### config.mk
export PLATFORM = sky130hd
export DESIGN_NAME = sps_queue
export DESIGN_NICKNAME = d
export VERILOG_FILES = /design/src/rtl/sps_pkg.sv /design/src/rtl/sps_queue.sv
export SDC_FILE = /design/constraint.sdc
export NUM_CORES = 1
export LEC_CHECK = 0
export ABC_AREA = 1
export BUFFER_PORTS_ARGS = -buffer_cell sky130_fd_sc_hd__buf_2
export CAP_MARGIN = 15
export CORE_UTILIZATION = 27
export CTS_CLUSTER_DIAMETER = 100
export CTS_CLUSTER_SIZE = 25
export DETAILED_ROUTE_END_ITERATION = 10
export MAX_ROUTING_LAYER = met4
export PLACE_DENSITY_LB_ADDON = 0.1
export SYNTH_ARGS = -nofsm -noshare
export SYNTH_HDL_FRONTEND = slang
export SYNTH_SLANG_ARGS = --single-unit
### constraint.sdc
create_clock -name clk -period 2.5 [get_ports clk]
set_input_delay 0.25 -clock clk [delete_from_list [all_inputs] [get_ports clk]]
set_output_delay 0.25 -clock clk [all_outputs]
set_load 0.05 [all_outputs]
### src/rtl/sps_pkg.sv
// Shared types, constants and helper functions for the slotted page store.
// Used by the channel interfaces and by every module of the block but sps_ram.
`timescale 1ns / 1ps

package sps_pkg;

  // Page geometry.
  localparam int PAGE_BYTES    = 4096;
  localparam int HEADER_BYTES  = 8;
  localparam int SLOT_BYTES    = 4;
  localparam int MAX_TUPLE_LEN = 64;
  localparam int SLOT_LIMIT    = 1024;

  // Field and pointer widths.
  localparam int FP_W    = $clog2(PAGE_BYTES + 1);
  localparam int BADDR_W = $clog2(PAGE_BYTES);
  localparam int SID_W   = 10;
  localparam int SCNT_W  = 11;
  localparam int LEN_W   = 7;
  localparam int BYTE_W  = 8;
  localparam int FS_W    = 13;

  // Command queue between front and back; depth must be a power of two.
  localparam int QUEUE_DEPTH = 4;
  localparam int QPTR_W      = $clog2(QUEUE_DEPTH);
  localparam int QCNT_W      = $clog2(QUEUE_DEPTH + 1);

  typedef enum logic [1:0] {
    CMD_INIT   = 2'd0,
    CMD_INSERT = 2'd1,
    CMD_GET    = 2'd2,
    CMD_DELETE = 2'd3
  } cmd_t;

  typedef enum logic [1:0] {
    ST_OK       = 2'd0,
    ST_NO_SPACE = 2'd1,
    ST_EMPTY    = 2'd2
  } status_t;

  // Back end sequencer states.
  typedef enum logic [1:0] {
    BK_IDLE,
    BK_DIR,
    BK_STREAM
  } bk_state_t;

  // One classified request as it travels through the queue.
  typedef struct packed {
    cmd_t               cmd;
    logic               first;
    logic               last;
    logic [SID_W-1:0]   slot_id;
    logic [BYTE_W-1:0]  data_byte;
    logic [LEN_W-1:0]   tuple_len;
  } op_t;

  // One slot directory entry. The fill count is the number of tuple bytes
  // that actually arrived; bytes past it read as zero.
  typedef struct packed {
    logic [FP_W-1:0]  off;
    logic [LEN_W-1:0] len;
    logic [LEN_W-1:0] fill;
  } slot_ent_t;

  localparam int ENT_W = $bits(slot_ent_t);

  // Free bytes between the directory and the free pointer, floored at zero.
  function automatic logic [FS_W-1:0] free_space_of(input logic [FP_W-1:0] fp,
                                                    input logic [SCNT_W-1:0] st);
    logic [FP_W:0] used;
    logic [FP_W:0] fp_x;
    used = (FP_W + 1)'(HEADER_BYTES) + (FP_W + 1)'(st) * (FP_W + 1)'(SLOT_BYTES);
    fp_x = {1'b0, fp};
    if (fp_x >= used) begin
      free_space_of = FS_W'(fp_x - used);
    end else begin
      free_space_of = '0;
    end
  endfunction

endpackage

### src/rtl/sps_queue.sv
// Short command queue between the front end and the back end.
// Depends on sps_pkg for the request struct and queue depth.
`timescale 1ns / 1ps

module sps_queue (
  input  logic         clk,
  input  logic         rst_n,
  input  logic         push_valid,
  input  sps_pkg::op_t push_op,
  output logic         full,
  input  logic         pop,
  output logic         head_valid,
  output sps_pkg::op_t head_op
);
  import sps_pkg::*;

  op_t               mem_r [QUEUE_DEPTH];
  logic [QPTR_W-1:0] wr_ptr_r, wr_ptr_nxt;
  logic [QPTR_W-1:0] rd_ptr_r, rd_ptr_nxt;
  logic [QCNT_W-1:0] cnt_r, cnt_nxt;
  logic              push_en;
  logic              pop_en;

  assign full       = (cnt_r == QCNT_W'(QUEUE_DEPTH));
  assign head_valid = (cnt_r != '0);
  assign head_op    = mem_r[rd_ptr_r];
  assign push_en    = push_valid && !full;
  assign pop_en     = pop && head_valid;

  // Pointer and occupancy update; pointers wrap on their own.
  always_comb begin
    wr_ptr_nxt = push_en ? wr_ptr_r + QPTR_W'(1) : wr_ptr_r;
    rd_ptr_nxt = pop_en ? rd_ptr_r + QPTR_W'(1) : rd_ptr_r;
    cnt_nxt    = cnt_r;
    if (push_en && !pop_en) begin
      cnt_nxt = cnt_r + QCNT_W'(1);
    end else if (!push_en && pop_en) begin
      cnt_nxt = cnt_r - QCNT_W'(1);
    end
  end

  always_ff @(posedge clk) begin
    if (!rst_n) begin
      wr_ptr_r <= '0;
      rd_ptr_r <= '0;
      cnt_r    <= '0;
    end else begin
      wr_ptr_r <= wr_ptr_nxt;
      rd_ptr_r <= rd_ptr_nxt;
      cnt_r    <= cnt_nxt;
    end
  end

  // Storage for queued requests.
  always_ff @(posedge clk) begin
    if (push_en) begin
      mem_r[wr_ptr_r] <= push_op;
    end
  end

endmodule

==> metrics, run 1 <==
Final ANT Viol Nets 0; post-synth net total 389; flop-to-flop setup slack roughly 0.39 ns; grt peak-use layer met2; Worst EP required ~2.3 ns; Yosys cell types 23; Core Footprint around 18000 sq um; # IOs 64; Max Cap Viol 0; Final HPWL DP about 6400 microns; post-route setup slack approximately 0.26 ns; Routed WL per cell ~17 microns; vias per cell approximately 4.4; worst clock skew between 0.005 and 0.006 ns; pre-CTS setup slack between 0.4 and 0.5 ns; crit path launch type register; crit path time final about 2.2 ns; Max IR drop VDD 0.000515 V; Final GP Congestion 0.740; Rel. slew slack 0.597; Worst-Margin Slew between 0.6 and 0.7 ns; Clock Pin Slew Worst Setup and Hold Paths approximately 0.05 ns; Post-Synthesis Cells 350; Layout Utilization 0.350; internal power 5.09 mW; CP Capture Type output pin; TritonRoute pass-1 iters 4; routed wire length approximately 11000 microns; GRT met3 Usage 0.0396; post-synthesis sequential area ratio 0.719; DRC 0; clk buf depth 2; # hold bufs at CTS 0; fin nets roughly 460; met2 usage 0.197; Overall Global Routing Usage 0.127; DIE AREA 19400 sq um; Hold Crit Class input pin to register; fmax between 400 and 500 MHz; Clock Power Share 0.358; total power 7.85 mW; I/O Buffers 63; synthesized area about 5100 sq um; largest net degree at the start of global routing 59; share of cells above drive strength 1 0.358; P_leak ~2.2 nW; DP Cell Count ~630; Iter 0 DRT Violations 134; design area 6380 sq um; die outline height roughly 140 microns; Synth Register Bits ~130; Reg power frac 0.334; most frequent cells in the layout edfxtp_1 (116), buf_2 (63), o21ai_0 (57); WP data arrival a little under 2 ns; post-CTS sizing 0; Setup TNS 0 ns; clk root buf clkbuf_16; Die W 139 microns; CTS tree yes; Slew Limit Fails 0; clk_lat worst skew 0.41 ns; via count just under 3k; final setup fails 0; Row Count 49; H-tree depth 4; outcome complete, no violations; Comb power frac 0.308; Ys Warns 0; met1 Resource Use GR 0.153; antenna violations before repair 1; cell area after placement about 5700 sq um; CP max FO 58; Final Hold Viols 0; remaining global-route overflow 0; Sw Ratio 0.351; Switching Power between 2 and 3 mW; commonest non-fill, non-tap cell in the layout edfxtp_1; vias in the first global route 3142; global-route wire length before repair 17500 microns; RSZ-0062 raised after global routing no; PD cells 1230 nW/um^2; critical path class register to output pin; # clock sinks ~130; syn avg cell area between 10 and 15 sq um; Non-Filler Instances about 670; Initial Util 0.280; total CTS buffers 17; synthesis-to-finish area growth 25.2%; hold_ws 0.0517 ns; # Post-CTS Setup Buffers 0; final worst path period share 0.896
-- Yosys cell counts --
| library cell | count | area, sq um |
|---|---|---|
| edfxtp_1 | 116 | 3480 |
| o21ai_0 | 57 | 285 |
| nor2_1 | 43 | 161 |
| nor2_4 | 20 | 225 |
| o22ai_2 | 20 | 250 |
| nand2_1 | 15 | 56.3 |
| inv_1 | 14 | 52.6 |
| buf_2 | 11 | 55.1 |
| dfxtp_1 | 9 | 180 |
| nor2_2 | 9 | 56.3 |
| o22ai_1 | 9 | 56.3 |
| ha_1 | 5 | 62.6 |
| nand3_1 | 4 | 20.0 |
| a21oi_1 | 3 | 15.0 |
| inv_2 | 3 | 11.3 |
| buf_12 | 2 | 40.0 |
| buf_6 | 2 | 22.5 |
| clkbuf_1 | 2 | 7.51 |
| o21ai_1 | 2 | 10.0 |
| buf_4 | 1 | 7.51 |
| fa_1 | 1 | 20.0 |
| nand3b_1 | 1 | 7.51 |
| xor2_1 | 1 | 8.76 |
-- power groups by stage --
stage | Combinational, mW | Sequential [mW] | Clock (mW)
global placement | 2.46 | 2.67 | 0
global route | 2.63 | 2.65 | 2.95
floorplan | 1.88 | 2.66 | 0
CTS | 2.47 | 2.63 | 2.87
detailed placement | 2.47 | 2.67 | 0
finish | 2.42 | 2.62 | 2.81
-- logic make-up after synthesis --
kind of cell	Yosys count	synth area share
flip-flops	125	0.719
AND/OR/NAND/NOR	92	0.103
AO/OA/AOI/OAI	91	0.121
buffers and inverters	35	0.0386
adder cells (fa/ha/maj)	6	0.0162
XOR/XNOR	1	0.00172
-- path summary, 6_finish.rpt --
kind,startpoint,endpoint,depth (start not counted)
worst max-delay path,register,head_op[27],4
worst max register to register,cnt_r[1],cnt_r[1],9
worst min-delay path,push_op[27],mem_r[2][27],1
worst min register to register,rd_ptr_r[0],register,2
-- per-layer routing --
layer,vias to the layer above,share of wire,wire length [microns]
met5,-,0,0
met4,0,0.0085,93
met3,5,0.045,500
met2,63,0.49,5350
met1,1435,0.46,5060
li1,1423,-,-
-- layout make-up --
| cell class | count | area [sq um] |
|---|---|---|
| clock inverter | 14 | 246 |
| antenna | 1 | 2.50 |
| tap | 229 | 287 |
| sequential | 125 | 3660 |
| multi-input combinational | 190 | 1260 |
| inverter | 17 | 65.1 |
| clock buffer | 18 | 429 |
| timing repair buffer | 72 | 420 |
| fill | 1764 | 11800 |
-- sequential cells by signal, indices dropped and copies added (netlist names), named ones only --
signal    flops
mem_r       116
rd_ptr_r      2
cnt_r         3
wr_ptr_r      2
-- critical path, cell delays in order (launching register included) --
cell	delay, ns
dfxtp_2	0.33
buf_4	0.49
o21ai_0	0.18
o22ai_1	0.23
buf_2	0.31
No activity file was read; power rests on OpenSTA's default activity.
==> run 2: changes to the inputs <==
--- a/config.mk
+++ b/config.mk
@@ -8,6 +8,8 @@
 export ABC_AREA = 1
 export BUFFER_PORTS_ARGS = -buffer_cell sky130_fd_sc_hd__buf_2
 export CAP_MARGIN = 15
+export CELL_PAD_IN_SITES_DETAIL_PLACEMENT = 1
+export CELL_PAD_IN_SITES_GLOBAL_PLACEMENT = 1
 export CORE_UTILIZATION = 27
 export CTS_CLUSTER_DIAMETER = 100
 export CTS_CLUSTER_SIZE = 25
==> constraint.sdc (replaced) <==
create_clock -name clk -period 1.89 [get_ports clk]
set_input_delay 0.189 -clock clk [delete_from_list [all_inputs] [get_ports clk]]
set_output_delay 0.189 -clock clk [all_outputs]
set_load 0.05 [all_outputs]
==> run 2 against run 1 <==
Sequential power grew 34%. Setup slack got worse by 0.19 ns. Wire length up 7.7%. Via count rose by 6.6%. Non-clock buffer count increased by 39. Worst hold slack lost 0.041 ns. Power is 31% higher. Sequential share of layout area down 3.4 points. Clock skew grew 0.0014 ns. Final area rose by 6.5%. Highest routed layer unchanged. Critical path depth is the same.
==> metrics, run 2 (same netlist as run 1, synthesis figures left out) <==
DRC 0 (unchanged); hold_ws 0.0103 ns (was 0.0517 ns); Final HPWL DP 7520 microns (was 6400 microns); Clock Pin Slew Worst Setup and Hold Paths 0.06 ns (was 0.05 ns); final worst path period share 0.964; total CTS buffers 17 (unchanged); share of cells above drive strength 1 0.366 (was 0.358); Hold Crit Class input pin to register (unchanged); Worst EP required 1.70 ns (was 2.25 ns); CTS tree yes (unchanged); Final GP Congestion 0.697 (was 0.740); largest reg by FF count mem_r (unchanged); CP max FO 14 (was 58); P_leak 2.40 nW (was 2.24 nW); Die W 139 microns (unchanged); crit-path cells buf_4 > o21ai_0 > o22ai_1 > clkbuf_4 (was buf_4 > o21ai_0 > o22ai_1 > buf_2); Slew Limit Fails 0 (unchanged); # diodes 0 (was 1); routed wire length 11900 microns (was 11000 microns); # clock sinks 125 (unchanged); I/O Buffers 63 (unchanged); H-tree depth 4 (unchanged); Worst-Margin Slew 0.251 ns (was 0.605 ns); antenna violations before repair 0 (was 1); # IOs 64 (unchanged); vias per cell 4.43 (was 4.39); clk_lat worst skew 0.42 ns (was 0.41 ns); RSZ-0062 raised after global routing yes (was no); Clock Power Share 0.310 (was 0.358); DIE AREA 19400 sq um (unchanged); Max IR drop VDD 0.000762 V (was 0.000515 V); clk root buf clkbuf_16 (unchanged); clk buf depth 2 (unchanged); Setup TNS 0 ns (unchanged); CP Capture Type output pin (unchanged); Rel. slew slack 0.831 (was 0.597); via count 3120 (was 2926); Crit path largest cell delay 0.40 ns (was 0.49 ns); pre-CTS setup slack 0.0269 ns (was 0.412 ns); Worst path slowest cell dfxtp_1 (was buf_4); Fill cells 1896 (was 1764); Iter 0 DRT Violations 120 (was 134); DP Cell Count 644 (was 633); fin nets 501 (was 462); Largest register FFs 116 (unchanged); critical path class register to output pin (unchanged); Overall Global Routing Usage 0.138 (was 0.127); Largest regs mem_r x116, cnt_r x3 (unchanged); Core Footprint 18200 sq um (unchanged); outcome complete, no violations (unchanged); multi-input logic area 1280 sq um (was 1260 sq um); register area 3670 sq um (was 3660 sq um); Final Hold Viols 0 (unchanged); commonest non-fill, non-tap cell in the layout edfxtp_1 (unchanged); die outline height 139 microns (unchanged); Reg power frac 0.341 (was 0.334); Routed WL per cell 16.8 microns (was 16.5 microns); most frequent cells in the layout edfxtp_1 (116), o21ai_0 (43), nor2_1 (38) (was edfxtp_1 (116), buf_2 (63), o21ai_0 (57)); global-route wire length before repair 19200 microns (was 17500 microns); Initial Util 0.280 (unchanged); Final ANT Viol Nets 0 (unchanged); Sw Ratio 0.366 (was 0.351); fmax 549 MHz; post-route setup slack 0.0686 ns (was 0.260 ns); remaining global-route overflow 0 (unchanged); design area 6790 sq um (was 6380 sq um); crit path time final ~1.8 ns; internal power 6.52 mW (was 5.09 mW); Comb power frac 0.348 (was 0.308); synthesis-to-finish area growth 33.3% (was 25.2%); Max Cap Viol 0 (unchanged); Non-Filler Instances 704 (was 666); worst clock skew 0.00677 ns (was 0.00539 ns); crit path launch type register (unchanged); Row Count 49 (unchanged); vias in the first global route 3475 (was 3142); WP data arrival 1.63 ns (was 1.99 ns); TritonRoute pass-1 iters 4 (unchanged); largest net degree at the start of global routing 43 (was 59); Switching Power 3.76 mW (was 2.76 mW); cell area after placement 5830 sq um (was 5700 sq um); final setup fails 0 (unchanged); PD cells 1510 nW/um^2 (was 1230 nW/um^2)
-- run 2: cell count changes in the layout (fill, tap and decap cells not counted), moves of 14 or more --
cell	change
clkbuf_4	+17
o21ai_0	-14
buf_2	-26
buf_4	+15
o21ai_1	+14
dlygate4sd3_1	+28
-- run 2: critical path, delay by kind of cell (launching register included) --
kind	cells	cell delay [ns]
flops	1	0.40
compound gates	2	0.30
buf+inv	2	0.51
-- run 2: area by class of cell --
class	instances	area share
Sequential cell	125	0.541
Multi-Input combinational cell	190	0.189
Timing Repair Buffer	111	0.133
Clock buffer	18	0.0632
Tap cell	229	0.0422
Clock inverter	14	0.0221
Inverter	17	0.0101
-- run 2: timing repair --
item,in CTS,in global routing
endpoints found under the setup margin,20,29
endpoints found under the hold margin,112,0
hold buffers,28,0
buffers inserted,0,0
resized for setup,12,42
gates cloned,0,0
-- run 2: per-stage QoR --
stage / util / total power [mW]
6_report: 0.373 / 10.3
5_1_grt: 0.373 / 10.8
4_1_cts: 0.369 / 10.3
3_5_place_dp: 0.320 / 6.98
3_3_place_gp: 0.320 / 6.93
2_1_floorplan: - / 6.01
-- run 2: routing by layer --
layer / track usage / wire, microns / vias up
met5: - / 0 / -
met4: 0.0649 / 227 / 0
met3: 0.0372 / 412 / 15
met2: 0.223 / 5890 / 48
met1: 0.160 / 5320 / 1553
li1: - / - / 1504
-- run 2: power by group through the flow --
stage | logic (mW) | registers, mW | clock network, mW
after floorplan | 2.48 | 3.52 | 0
after global placement | 3.40 | 3.53 | 0
after detailed placement | 3.44 | 3.54 | 0
after CTS | 3.55 | 3.49 | 3.29
after global routing | 3.87 | 3.54 | 3.41
final | 3.58 | 3.51 | 3.19
-- run 2: worst paths after layout --
| check | start | to | slack [ns] | depth (start not counted) |
|---|---|---|---|---|
| max | register | head_op[25] | 0.07 | 4 |
| min | push_op[9] | mem_r[2][9] | 0.01 | 1 |
| max reg2reg | cnt_r[1] | cnt_r[1] | 0.12 | 9 |
| min reg2reg | rd_ptr_r[0] | rd_ptr_r[0] | 0.51 | 2 |
